File: config.mk
export PLATFORM = sky130hd
export DESIGN_NAME = circle_disc_span_generator_unit
export DESIGN_NICKNAME = d
export VERILOG_FILES = /design/src/rtl/cdsg_pkg.sv /design/src/rtl/circle_disc_span_generator_unit.sv /design/src/rtl/cdsg_isqrt.sv
export VERILOG_INCLUDE_DIRS = /design/src /design/src/rtl
export SDC_FILE = /design/constraint.sdc
export NUM_CORES = 1
export LEC_CHECK = 0
export ABC_AREA = 1
export BUFFER_PORTS_ARGS = -buffer_cell sky130_fd_sc_hd__buf_2
export CAP_MARGIN = 30
export CELL_PAD_IN_SITES_DETAIL_PLACEMENT = 0
export CELL_PAD_IN_SITES_GLOBAL_PLACEMENT = 1
export CORE_UTILIZATION = 35
export DETAILED_ROUTE_END_ITERATION = 8
export PLACE_DENSITY_LB_ADDON = 0.15
export REMOVE_ABC_BUFFERS = 1
export SYNTH_ARGS = -nofsm -noshare
export SYNTH_HDL_FRONTEND = slang
export SYNTH_HIERARCHICAL = 1
export SYNTH_SLANG_ARGS = --single-unit
File: constraint.sdc
create_clock -name clk_i -period 5.9 [get_ports clk_i]
set_input_delay 1.475 -clock clk_i [delete_from_list [all_inputs] [get_ports clk_i]]
set_output_delay 1.475 -clock clk_i [all_outputs]
set_load 0.1 [all_outputs]
File: src/rtl/circle_disc_span_generator_unit_macros.svh
// Assertion macros shared by the circle and disc span generator RTL.
`ifndef CIRCLE_DISC_SPAN_GENERATOR_UNIT_MACROS_SVH
`define CIRCLE_DISC_SPAN_GENERATOR_UNIT_MACROS_SVH

// Same-cycle implication, checked at every rising clock edge outside reset.
`define CDSG_ASSERT_IMPL(lbl, clk, rstn, ante, cons, msg) \
  lbl: assert property (@(posedge clk) disable iff (!(rstn)) (ante) |-> (cons)) \
    else $error(msg);

// Next-cycle implication, checked at every rising clock edge outside reset.
`define CDSG_ASSERT_NEXT(lbl, clk, rstn, ante, cons, msg) \
  lbl: assert property (@(posedge clk) disable iff (!(rstn)) (ante) |=> (cons)) \
    else $error(msg);

`endif

File: src/rtl/cdsg_pkg.sv
// Shared constants, types and rounding functions of the circle and disc span generator.
package cdsg_pkg;

  localparam int unsigned FRAC_BITS  = 4;
  localparam int unsigned MAX_RADIUS = 31;
  localparam int unsigned HALF_LSB   = 1 << (FRAC_BITS - 1);

  localparam int unsigned COORD_IN_W = 16;
  localparam int unsigned RAD_IN_W   = 9;
  localparam int unsigned PIX_W      = 13;
  localparam int unsigned RAD_W      = 5;
  localparam int unsigned DY_W       = RAD_W + 1;
  localparam int unsigned SPAN_W     = 6;
  localparam int unsigned SQ_W       = 2 * RAD_W;
  localparam int unsigned ROOT_W     = RAD_W + 1;

  localparam int unsigned S_TDATA_W  = 48;
  localparam int unsigned M_TDATA_W  = 56;

  // Request into the shared square root unit.
  typedef struct packed {
    logic            start;
    logic [SQ_W-1:0] radicand;
  } sqrt_req_t;

  // Response of the shared square root unit: root rounded half up.
  typedef struct packed {
    logic             done;
    logic [RAD_W-1:0] root;
  } sqrt_rsp_t;

  // Round a signed fixed-point coordinate half up to whole pixels.
  function automatic logic signed [PIX_W-1:0] round_coord(
    input logic signed [COORD_IN_W-1:0] v
  );
    logic signed [COORD_IN_W:0] s;
    logic signed [COORD_IN_W:0] sh;
    s  = $signed({v[COORD_IN_W-1], v}) + $signed((COORD_IN_W+1)'(HALF_LSB));
    sh = s >>> FRAC_BITS;
    return sh[PIX_W-1:0];
  endfunction

  // Round an unsigned fixed-point radius half up and saturate it.
  function automatic logic [RAD_W-1:0] round_radius(input logic [RAD_IN_W-1:0] raw);
    logic [RAD_IN_W:0] s;
    logic [RAD_IN_W:0] t;
    s = {1'b0, raw} + (RAD_IN_W+1)'(HALF_LSB);
    t = s >> FRAC_BITS;
    if (t > (RAD_IN_W+1)'(MAX_RADIUS)) begin
      t = (RAD_IN_W+1)'(MAX_RADIUS);
    end
    return t[RAD_W-1:0];
  endfunction

endpackage

File: src/rtl/circle_disc_span_generator_unit.sv
// Top level of the circle and disc span generator: command intake, row sequencer, result register.
//
//   Channel   Direction  Bus        Contents (lowest bit first)
//   s_axis    in         tdata      center_x[15:0], center_y[31:16], radius[40:32], zero fill
//   s_axis    in         tuser      outline_mode
//   m_axis    out        tdata      row_y, left_x, left_width, right_x, right_width, zero fill
//   m_axis    out        tlast      last_row
//
// A request is latched as it is taken; each disc row, and the top and bottom outline rows,
// need one square root, and the other outline rows need two, because the
// half-widths come one after the other from a single six-step square root unit.
// A shape of rounded radius r emits 2r+1 rows; a radius that rounds to zero emits nothing.
// Reset (asynchronous, active low) returns the sequencer to idle and empties the result register.
// A stalled result register holds the sequencer in its emit step; the next request is taken
// while the final row of the previous shape still waits in the result register.
`include "circle_disc_span_generator_unit_macros.svh"

module circle_disc_span_generator_unit (
  input  logic                           clk_i,
  input  logic                           rst_ni,
  input  logic                           s_axis_tvalid,
  output logic                           s_axis_tready,
  // center_x [15:0], center_y [31:16], radius [40:32], zeros [47:41]
  input  logic [cdsg_pkg::S_TDATA_W-1:0] s_axis_tdata,
  // outline_mode [0]
  input  logic                           s_axis_tuser,
  output logic                           m_axis_tvalid,
  input  logic                           m_axis_tready,
  // row_y [12:0], left_x [25:13], left_width [31:26], right_x [44:32],
  // right_width [50:45], zeros [55:51]
  output logic [cdsg_pkg::M_TDATA_W-1:0] m_axis_tdata,
  // last_row
  output logic                           m_axis_tlast
);
  import cdsg_pkg::*;

  // Sequencer states.
  localparam logic [2:0] ST_IDLE = 3'd0;  // waiting for a request
  localparam logic [2:0] ST_ROW  = 3'd1;  // launch the outer half-width root
  localparam logic [2:0] ST_SQO  = 3'd2;  // outer root in progress
  localparam logic [2:0] ST_SQI  = 3'd3;  // inner root in progress (outline only)
  localparam logic [2:0] ST_EMIT = 3'd4;  // hand the row to the result register

  localparam int unsigned PAD_W = M_TDATA_W - (3 * PIX_W + 2 * SPAN_W);

  logic [2:0]              state_q, state_d;

  // Latched shape.
  logic signed [PIX_W-1:0] cx_q, cy_q;
  logic [RAD_W-1:0]        r_q;
  logic                    mode_q;
  logic [SQ_W-1:0]         r2_q;

  // Row position and its square, advanced incrementally.
  logic signed [DY_W-1:0]  dy_q;
  logic [SQ_W-1:0]         dy2_q;

  // Half-widths of the outer and inner circles for the current row.
  logic [RAD_W-1:0]        ho_q, hi_q;

  // Result register.
  logic                    m_valid_q;
  logic [M_TDATA_W-1:0]    m_data_q;
  logic                    m_last_q;

  // Incoming request decode.
  logic                    s_fire;
  logic signed [PIX_W-1:0] in_cx, in_cy;
  logic [RAD_W-1:0]        in_r;
  logic [SQ_W-1:0]         in_r2;

  // Sequencer helpers.
  logic signed [DY_W-1:0]  r_s;
  logic                    row_last;
  logic                    inner_ok;
  logic                    full_row;
  logic [SQ_W-1:0]         ri2;
  logic signed [SQ_W:0]    dy_step;
  logic signed [SQ_W:0]    dy2_sum;
  logic                    emit_fire;

  // Row fields.
  logic signed [PIX_W-1:0] row_y, left_x, right_x;
  logic [SPAN_W-1:0]       left_w, right_w, ring_w;
  logic signed [PIX_W-1:0] ho_ext, hi_ext;

  sqrt_req_t               sqrt_req;
  sqrt_rsp_t               sqrt_rsp;

  cdsg_isqrt u_isqrt (
    .clk_i  (clk_i),
    .rst_ni (rst_ni),
    .req_i  (sqrt_req),
    .rsp_o  (sqrt_rsp)
  );

  // The sequencer only takes a request between shapes.
  assign s_axis_tready = (state_q == ST_IDLE);
  assign s_fire        = s_axis_tvalid && s_axis_tready;

  assign in_cx = round_coord(s_axis_tdata[COORD_IN_W-1:0]);
  assign in_cy = round_coord(s_axis_tdata[2*COORD_IN_W-1:COORD_IN_W]);
  assign in_r  = round_radius(s_axis_tdata[2*COORD_IN_W+RAD_IN_W-1:2*COORD_IN_W]);
  assign in_r2 = in_r * in_r;

  // The inner circle of radius r-1 reaches every row except the top and bottom ones.
  // Its squared radius follows from r*r without a second multiply.
  assign r_s      = $signed({1'b0, r_q});
  assign row_last = (dy_q == r_s);
  assign inner_ok = (dy_q != r_s) && (dy_q != -r_s);
  assign full_row = !mode_q || !inner_ok;
  assign ri2      = r2_q - {r_q, 1'b0} + SQ_W'(1);

  // Moving down one row adds 2*dy+1 to dy squared.
  assign dy_step = {{(SQ_W - DY_W){dy_q[DY_W-1]}}, dy_q, 1'b1};
  assign dy2_sum = $signed({1'b0, dy2_q}) + dy_step;

  // The root unit is started for the outer circle in the row step, and for the
  // inner circle right as the outer root comes back.
  always_comb begin
    sqrt_req.start    = 1'b0;
    sqrt_req.radicand = r2_q - dy2_q;
    case (state_q)
      ST_ROW: begin
        sqrt_req.start = 1'b1;
      end
      ST_SQO: begin
        sqrt_req.start    = sqrt_rsp.done && mode_q && inner_ok;
        sqrt_req.radicand = ri2 - dy2_q;
      end
      default: begin
        sqrt_req.start = 1'b0;
      end
    endcase
  end

  // Row spans. An outline row inside the inner circle splits into the two rings
  // left and right of it; every other row is a single span of 2h+1 pixels.
  assign ho_ext  = $signed({{(PIX_W - RAD_W){1'b0}}, ho_q});
  assign hi_ext  = $signed({{(PIX_W - RAD_W){1'b0}}, hi_q});
  assign ring_w  = SPAN_W'(ho_q - hi_q);
  assign row_y   = cy_q + {{(PIX_W - DY_W){dy_q[DY_W-1]}}, dy_q};
  assign left_x  = cx_q - ho_ext;
  assign left_w  = full_row ? {ho_q, 1'b1} : ring_w;
  assign right_x = full_row ? '0 : (cx_q + hi_ext + PIX_W'(1));
  assign right_w = full_row ? '0 : ring_w;

  // A row leaves once the result register is empty or being drained this cycle.
  assign emit_fire = (state_q == ST_EMIT) && (!m_valid_q || m_axis_tready);

  always_comb begin
    state_d = state_q;
    case (state_q)
      ST_IDLE: begin
        if (s_fire && (in_r != '0)) begin
          state_d = ST_ROW;
        end
      end
      ST_ROW: begin
        state_d = ST_SQO;
      end
      ST_SQO: begin
        if (sqrt_rsp.done) begin
          state_d = (mode_q && inner_ok) ? ST_SQI : ST_EMIT;
        end
      end
      ST_SQI: begin
        if (sqrt_rsp.done) begin
          state_d = ST_EMIT;
        end
      end
      ST_EMIT: begin
        if (emit_fire) begin
          state_d = row_last ? ST_IDLE : ST_ROW;
        end
      end
      default: begin
        state_d = ST_IDLE;
      end
    endcase
  end

  always_ff @(posedge clk_i or negedge rst_ni) begin
    if (!rst_ni) begin
      state_q   <= ST_IDLE;
      m_valid_q <= 1'b0;
    end else begin
      state_q <= state_d;
      if (emit_fire) begin
        m_valid_q <= 1'b1;
      end else if (m_axis_tready) begin
        m_valid_q <= 1'b0;
      end
    end
  end

  // Shape, row and result payload registers.
  always_ff @(posedge clk_i) begin
    if (s_fire) begin
      cx_q   <= in_cx;
      cy_q   <= in_cy;
      r_q    <= in_r;
      r2_q   <= in_r2;
      mode_q <= s_axis_tuser;
      dy_q   <= -$signed({1'b0, in_r});
      dy2_q  <= in_r2;
    end else if (emit_fire && !row_last) begin
      dy_q  <= dy_q + DY_W'(1);
      dy2_q <= dy2_sum[SQ_W-1:0];
    end
    if ((state_q == ST_SQO) && sqrt_rsp.done) begin
      ho_q <= sqrt_rsp.root;
    end
    if ((state_q == ST_SQI) && sqrt_rsp.done) begin
      hi_q <= sqrt_rsp.root;
    end
    if (emit_fire) begin
      m_data_q <= {{PAD_W{1'b0}}, right_w, right_x, left_w, left_x, row_y};
      m_last_q <= row_last;
    end
  end

  assign m_axis_tvalid = m_valid_q;
  assign m_axis_tdata  = m_data_q;
  assign m_axis_tlast  = m_last_q;

  // The root unit answers only while the sequencer waits for it.
  `CDSG_ASSERT_IMPL(a_root_when_waiting, clk_i, rst_ni, sqrt_rsp.done, (state_q == ST_SQO) || (state_q == ST_SQI), "square root finished outside a wait step")
  // A shape in progress always has a nonzero radius.
  `CDSG_ASSERT_IMPL(a_radius_nonzero, clk_i, rst_ni, state_q != ST_IDLE, r_q != '0, "shape running with zero radius")
  // The row offset never leaves the circle, so the outer radicand stays nonnegative.
  `CDSG_ASSERT_IMPL(a_row_in_circle, clk_i, rst_ni, state_q != ST_IDLE, dy2_q <= r2_q, "row offset outside the circle")
  // Handing over the bottom row ends the shape.
  `CDSG_ASSERT_NEXT(a_last_row_ends, clk_i, rst_ni, emit_fire && row_last, (state_q == ST_IDLE) && m_axis_tvalid && m_axis_tlast, "bottom row did not end the shape")

endmodule

File: src/rtl/cdsg_isqrt.sv
// Bit-serial square root unit, one root bit per cycle, result rounded half up.
module cdsg_isqrt (
  input  logic                  clk_i,
  input  logic                  rst_ni,
  input  cdsg_pkg::sqrt_req_t   req_i,
  output cdsg_pkg::sqrt_rsp_t   rsp_o
);
  import cdsg_pkg::*;

  localparam int unsigned IDX_W = $clog2(ROOT_W);

  logic                busy_q;
  logic                done_q;
  logic [IDX_W-1:0]    idx_q;
  logic [SQ_W+1:0]     x_q;
  logic [ROOT_W-1:0]   q_q;
  logic [ROOT_W-1:0]   trial;
  logic [2*ROOT_W-1:0] trial_sq;
  logic                fits;
  logic [ROOT_W:0]     q_inc;

  // The root of 4n, halved after adding one, is the root of n rounded half up.
  assign trial    = q_q | (ROOT_W'(1) << idx_q);
  assign trial_sq = trial * trial;
  assign fits     = trial_sq <= x_q;
  assign q_inc    = {1'b0, q_q} + (ROOT_W+1)'(1);

  assign rsp_o.done = done_q;
  assign rsp_o.root = q_inc[RAD_W:1];

  always_ff @(posedge clk_i or negedge rst_ni) begin
    if (!rst_ni) begin
      busy_q <= 1'b0;
      done_q <= 1'b0;
      idx_q  <= '0;
    end else if (req_i.start) begin
      busy_q <= 1'b1;
      done_q <= 1'b0;
      idx_q  <= IDX_W'(ROOT_W - 1);
    end else if (busy_q) begin
      if (idx_q == '0) begin
        busy_q <= 1'b0;
        done_q <= 1'b1;
      end else begin
        idx_q  <= idx_q - IDX_W'(1);
        done_q <= 1'b0;
      end
    end else begin
      done_q <= 1'b0;
    end
  end

  always_ff @(posedge clk_i) begin
    if (req_i.start) begin
      x_q <= {req_i.radicand, 2'b00};
      q_q <= '0;
    end else if (busy_q && fits) begin
      q_q <= trial;
    end
  end

endmodule

==> impl_results.md, run 1 <==
* Finish-stage setup viols at 0
* Final Instance Area at 0.0119 mm2
* Boundary Pins at 112
* DRT antenna net count at 0
* Die Width at 175 um
* Worst Path Class, Setup: input port to flop
* CTS Buf Count at 17
* Clk Latency, worst-skew pair at 0.42 ns
* Max-slew violations at 0
* Syn Area/Cell at 8.99 um2
* Synth unique cells at 54
* Leak pwr at 5.74 nW
* Largest family of logic cells by synthesized area: simple AND/OR/NAND/NOR gates
* Commonest non-fill, non-tap cell in the layout: nand2_1
* Vias/cell at about 4.5
* Post-Route WL at 21800 um
* Hold path cells at 2
* Final setup TNS at 0 ns
* DR WL/cell at 13.1 um
* First-pass GRT wire length at 36100 um
* Worst vdd ir at between 0.0002 and 0.00025 V
* HP Class: flop to flop
* Starting Density at a little over a third
* Number of port buffers at 90
* DRC at 0
* Worst Path Required at 6.05 ns
* Fmax at 198 MHz
* Max cap viols at 0
* Mux cell area share after synthesis at 0.108%
* Starting DRT DRC Count at 368
* Largest net degree at the start of global routing at 65
* Hold_sp: u_isqrt/q_q[5]
* Adder-Cell Fraction of Synth Area at about 17%
* Final Power at 6.68 mW
* WP data arrival at 5.20 ns
* Fillers at 2934
* Clock skew at around 0.013 ns
* Largest stage delay on the critical path at 0.51 ns
* Dpl cells at 1626
* Synth async-reset ratio at 6.29%
* CTS resizes at 0
* Clk sinks at approximately 140
* Worst path most repeated cell: nand2_1
* Compound-Gate Fraction of Synth Area at 7.51%
* Post-Place Worst Slack at between 0.3 and 0.4 ns
* GP Congestion at 0.792
* Layout cell share with drive strength beyond 1 at 13.8%
* Crit path max fanout at 6
* FF-to-FF Start: u_isqrt/idx_q[0]
* Syn-to-layout area delta at 14.1%
* Cells after synthesis at 1160
* Slew margin rel. at a little over two fifths
* CP Launch Type: input port
* Fin Hold WS at 0.507 ns
* Nets at approximately 1.4k
* Via count of the routed design at 7484
* Number of core rows at 62
* Final WS setup at 0.848 ns
* Slowest CP cell: fa_1
* Antenna violations before repair at 0
* Post-CTS setup buffer count at 0
* Clk root buf: clkbuf_16
* Post-synth EDFFs at 128
* Total Routing Usage GR at 14.7%
* Synth Area in Simple Gates at 19.5%
* P per Cell Area at about 560 mW/mm2
* R2R Path End: u_isqrt/q_q[4]
* #FFs+latches synth at ~140
* CTS Hold Bufs at 0
* Vias in the first global route at 7283
* RSZ-0062 raised after global routing: no
* Most frequent cells in the layout: nand2_1 (232), inv_1 (192), edfxtp_1 (128)
* Max clock buf depth at 2
* Die Height at 175 um
* Hold endpoint: u_isqrt/q_q[5]
* Antenna Cells at 0
* Status: completed
* Fin crit share at between 80% and 90%
* Yosys warnings at 6
* Critical path depth in cells at 22
* Die area at 0.0305 mm2
* CTS tree: built
* H-tree levels at 4
* Hpwl dp at around 17000 um
* CP cell instances: buf_2 > ha_1 > nand2_2 > nor2_4 > a21oi_1 > inv_1 > nand2_1 > fa_1 > fa_1 > inv_1 > ha_1 > a31o_2 > ha_1 > a21oi_1 > nand2_1 > nand2_1 > nand2_1 > nand2_1 > nand2_1 > xor2_1 > nand2_1 > o21ai_0
* R2R cell count at 25
* Area share of the largest cell type after synthesis at a little under two fifths
* Post-synth top area cell: edfxtp_1
* Post-Synth XOR/XNOR Area at a little over 7%
* Final cell count without fillers at 1658
* Synth Flop Type: edfxtp_1
* Buf/Inv on CP at 3
* Finished Core Util at 41.0%
* Gr ovfl total at 0
* Hold Vio Cnt, Final at 0
* Worst Tran Pin Value at 0.851 ns
* Core Box Area at 0.0290 mm2
* Pre-antenna DRT Iters at 7
* Cell Area, Synth at 0.0104 mm2
* Worst Setup End Kind: flop
* Top cells by area, synth: edfxtp_1 (37%), ha_1 (13%), nand2_1 (8.3%), inv_1 (6.9%), xor2_1 (5.2%)
* Register area share after synthesis at between 40% and 50%
* Clk slew on worst S/H paths at 0.07 ns
* Min Tclk post-route at ~5.1 ns
* Worst reg2reg setup slack at between 0.9 and 1 ns
* Family with the most delay on the worst path: adder cells
* Placed instance area at 0.0113 mm2
## kinds of logic after synthesis
kind of cell,count (synthesis)
compound gates,135
xor+xnor,85
fa+ha+maj,132
buf+inv,215
flops,143
mux,1
other cells,1
simple gates,448
## routing by layer
metal	wire (um)	global-route usage [%]
met5	0	0
met4	172	3.26
met3	410	2.42
met2	10400	25.0
met1	10800	19.7
## cells in the mapped netlist (2+ instances only)
cell      instances
a21boi_0          2
a21o_1            6
a21oi_1          58
a21oi_2           6
a31oi_1           2
and2_1            2
and3_1            2
buf_2             4
buf_4             9
clkinv_1          2
dfrtp_1           9
dfxtp_1           6
edfxtp_1        128
fa_1             20
ha_1            112
inv_1           192
inv_2             5
nand2_1         232
nand2_2           4
nand2_4           8
nand3_1          66
nand3b_1          5
nand4_1          16
nor2_1           83
nor2_2            2
nor2_4            4
nor3_1           10
nor3_2            4
nor3b_2           3
o21ai_0          39
o21ai_1           7
o21ai_2           4
o21bai_1          3
or2_1             2
or2_2             2
xnor2_1          22
xor2_1           62
## final cells by class
cell class / count / area, um2 / area share [%]
clock inverters: 15 / 174 / 1.46
repair buffers: 94 / 480 / 4.04
inverters: 199 / 747 / 6.27
multi-input cells: 806 / 5410 / 45.4
well taps: 384 / 480 / 4.04
clock buffers: 17 / 425 / 3.57
flip-flops and latches: 143 / 4190 / 35.2
## worst reg2reg max path: stages (launching register included)
cell	delay, ns
dfrtp_1	0.42
inv_1	0.10
ha_1	0.27
a21oi_1	0.22
inv_1	0.17
nand2_1	0.09
inv_1	0.06
fa_1	0.49
inv_1	0.07
fa_1	0.46
fa_1	0.53
inv_1	0.05
ha_1	0.35
a21oi_1	0.17
nand2_1	0.12
a21oi_1	0.17
xor2_1	0.17
inv_1	0.06
ha_1	0.29
nand2_1	0.09
nor2_4	0.11
nand3_1	0.07
nand3_1	0.10
nand2_2	0.07
nand2_4	0.12
a21oi_2	0.07
## flip-flops by register name, indices dropped and copies added (netlist names), 6 cells and up
| register | count |
|---|---|
| r2_q | 8 |
| m_axis_tdata | 51 |
| dy_q | 6 |
| u_isqrt/x_q | 10 |
| cy_q | 13 |
| dy2_q | 10 |
| u_isqrt/q_q | 6 |
| cx_q | 13 |
## how the worst max path moves through the flow
stage | from | to | slack (ns)
floorplan | s_axis_tdata[35] | dy2_q[8] | 0.80
global placement | s_axis_tdata[35] | dy2_q[8] | 0.40
detailed placement | s_axis_tdata[35] | dy2_q[8] | 0.36
CTS | s_axis_tdata[35] | dy2_q[8] | 0.81
global route | s_axis_tdata[35] | dy2_q[8] | 0.44
finish | s_axis_tdata[35] | dy2_q[8] | 0.85
## power breakdown
group	internal (mW)	switching [mW]	total (mW)
Clock	0.606	0.478	1.08
Combinational	1.30	2.53	3.83
Sequential	1.56	0.200	1.76
Total	3.46	3.21	6.68
Power figures use the tool's default switching activity.
==> run 2: changes to the inputs <==
--- a/config.mk
+++ b/config.mk
@@ -12,5 +12,5 @@
 export CELL_PAD_IN_SITES_DETAIL_PLACEMENT = 0
 export CELL_PAD_IN_SITES_GLOBAL_PLACEMENT = 1
-export CORE_UTILIZATION = 35
+export CORE_UTILIZATION = 45
 export DETAILED_ROUTE_END_ITERATION = 8
 export PLACE_DENSITY_LB_ADDON = 0.15
==> constraint.sdc (replaced) <==
create_clock -name clk_i -period 5.9 [get_ports clk_i]
set_input_delay 1.475 -clock clk_i [delete_from_list [all_inputs] [get_ports clk_i]]
set_output_delay 1.475 -clock clk_i [all_outputs]
set_load 0.05 [all_outputs]
==> run 2 against run 1 <==
Clock power fell by 6%; register-to-register slack got worse by 0.02 ns; hold slack improved by 0.0030 ns; clock skew fell by 0.0033 ns; total power fell by 5.2%; largest power group unchanged; final area fell by 1.4%; largest cell class unchanged; sequential cell count did not move; final cell count fell by 6.1%; setup slack got worse by 0.0035 ns.
==> impl_results.md, run 2 (synthesis gave the netlist of run 1 again) <==
* Die Width at 154 um (-12%)
* Post-CTS setup buffer count at 0 (unchanged)
* Switch Pwr at 2.89 mW (-9.9%)
* Clk slew on worst S/H paths at 0.06 ns (about the same)
* Total Routing Usage GR at 18.2% (+3.4 points)
* Clk root buf: clkbuf_16
* Sw Ratio at 45.7% (-2.4 points)
* Number of port buffers at 90 (unchanged)
* First-pass GRT wire length at 34400 um (-4.6%)
* Wire length on met3 at 506 um (+23%)
* Largest net degree at the start of global routing at 65 (unchanged)
* Hold Vio Cnt, Final at 0 (unchanged)
* Fillers at 2192 (-25%)
* Boundary Pins at 112 (unchanged)
* CTS Hold Bufs at 0 (unchanged)
* Vias in the first global route at 7197 (-1.2%)
* H-tree levels at 4 (unchanged)
* Nets at 1445 (-0.069%)
* Die area at 0.0238 mm2 (-22%)
* Fin Hold WS at 0.510 ns (+0.00296 ns)
* DRC at 0 (unchanged)
* Hold_sp: u_isqrt/q_q[5]
* Worst Tran Pin Value at 0.777 ns (-0.0745 ns)
* Number of core rows at 55 (-11%)
* Antenna Cells at 0 (unchanged)
* Clock skew at 0.00966 ns (-0.00334 ns)
* RSZ-0062 raised after global routing: no
* Metal2 WL at 9580 um (-7.7%)
* Pint at 3.44 mW (-0.77%)
* Worst Path Class, Setup: input port to flop
* Crit path max fanout at 6 (unchanged)
* Hpwl dp at 16000 um (-8.4%)
* Status: completed
* Clock power share at 16.1% (about the same)
* Most frequent cells in the layout: nand2_1 (232), inv_1 (192), edfxtp_1 (128)
* Worst Setup End Kind: flop
* Final setup TNS at 0 ns (unchanged)
* DR WL/cell at 12.9 um (-1.9%)
* Clk sinks at 143 (unchanged)
* Max cap viols at 0 (unchanged)
* CTS resizes at 0 (unchanged)
* Die Height at 154 um (-12%)
* CP Launch Type: input port
* Pre-antenna DRT Iters at 4 (-3)
* Min Tclk post-route at 5.06 ns (+0.00350 ns)
* Max clock buf depth at 2 (unchanged)
* HP Class: flop to flop
* Starting Density at 45.9% (+10 points)
* WP data arrival at 5.19 ns (about the same)
* GP Congestion at 0.814 (+2.8%)
* Worst vdd ir at 0.000247 V (+9.3%)
* Finish-stage setup viols at 0 (unchanged)
* Finished Core Util at 51.7% (+11 points)
* R2R cell count at 25 (unchanged)
* Final cell count without fillers at 1557 (-6.1%)
* Hold endpoint: u_isqrt/q_q[5]
* Combinational share of power at 56.2% (-1.1 points)
* Gr ovfl total at 0 (unchanged)
* Vias/cell at 4.81 (+6.5%)
* Worst Path Required at 6.04 ns (about the same)
* FF-to-FF Start: u_isqrt/idx_q[0]
* Fmax at 198 MHz (about the same)
* Starting DRT DRC Count at 277 (-25%)
* Worst reg2reg setup slack at 0.92 ns (-0.02 ns)
* Layout cell share with drive strength beyond 1 at 13.6% (-0.21 points)
* Slew margin rel. at 48.1% (+5.0 points)
* Commonest non-fill, non-tap cell in the layout: nand2_1
* Via count of the routed design at 7483 (-0.013%)
* Sequential share of power at 27.7% (+1.3 points)
* M1 WL at 9730 um (-9.8%)
* CTS Buf Count at 17 (unchanged)
* DRT antenna net count at 0 (unchanged)
* R2R Path End: u_isqrt/q_q[5]
* Max reg flops at 51 (unchanged)
* Leak pwr at 5.71 nW (-0.52%)
* Dpl cells at 1526 (-6.2%)
* Post-Route WL at 20000 um (-7.9%)
* CTS tree: built
* P per Cell Area at 540 mW/mm2 (-3.8%)
* Clk Latency, worst-skew pair at 0.41 ns (about the same)
* Hold path cells at 2 (unchanged)
* Uppermost layer routed: met4
* Fin crit share at 85.7% (about the same)
* Syn-to-layout area delta at 12.5%
* Antenna violations before repair at 0 (unchanged)
* Max-slew violations at 0 (unchanged)
* Core Box Area at 0.0227 mm2 (-22%)
## run 2: through the flow
stage	area, um2	worst slack (ns)	power, mW
after floorplan	10300	0.801	4.56
after global placement	11200	0.400	5.32
after detailed placement	11200	0.387	5.35
after CTS	11700	0.825	6.41
after global routing	11700	0.459	7.00
final	11700	0.845	6.33
## run 2: per-layer routing
layer | GRT usage [%] | vias to the layer above
met2 | 31.1 | 100
li1 | - | 4002
met4 | 4.20 | 0
met1 | 24.0 | 3368
met3 | 3.00 | 13
met5 | 0 | -
## run 2: power by group through the flow
| stage | logic, mW | registers [mW] | clock network (mW) |
|---|---|---|---|
| 4_1_cts | 3.60 | 1.76 | 1.04 |
| 6_report | 3.56 | 1.75 | 1.02 |
| 5_1_grt | 4.12 | 1.79 | 1.09 |
| 3_3_place_gp | 3.54 | 1.77 | 0 |
| 2_1_floorplan | 2.63 | 1.93 | 0 |
| 3_5_place_dp | 3.57 | 1.78 | 0 |
## run 2: worst max path at each step
| stage | from | endpoint | slack [ns] | cells after the start |
|---|---|---|---|---|
| after detailed placement | s_axis_tdata[35] | dy2_q[8] | 0.39 | 23 |
| final | s_axis_tdata[35] | dy2_q[8] | 0.84 | 23 |
| after floorplan | s_axis_tdata[35] | dy2_q[8] | 0.80 | 21 |
| after global placement | s_axis_tdata[35] | dy2_q[8] | 0.40 | 22 |
| after global routing | u_isqrt/idx_q[0] | u_isqrt/q_q[4] | 0.46 | 25 |
| after CTS | s_axis_tdata[35] | dy2_q[8] | 0.82 | 22 |
## run 2: area by class of cell
class | instances | area, um2 | share of cell area [%]
multi-input combinational | 806 | 5410 | 46.1
sequential | 143 | 4190 | 35.7
inverter | 199 | 747 | 6.37
timing repair buffer | 93 | 473 | 4.03
clock buffer | 19 | 433 | 3.69
tap | 285 | 357 | 3.04
clock inverter | 12 | 126 | 1.08
## run 2: worst max-delay path, stage by stage
cell	delay [ns]
buf_2	0.10
ha_1	0.17
nand2_2	0.08
inv_1	0.07
nor2_1	0.06
a21oi_1	0.27
inv_1	0.19
nand2_1	0.17
fa_1	0.45
fa_1	0.52
inv_1	0.04
ha_1	0.28
a31o_2	0.23
ha_1	0.35
a21oi_1	0.15
nand2_1	0.09
nand2_1	0.06
nand2_1	0.04
nand2_1	0.05
nand2_1	0.05
xor2_1	0.16
nand2_1	0.06
o21ai_0	0.08
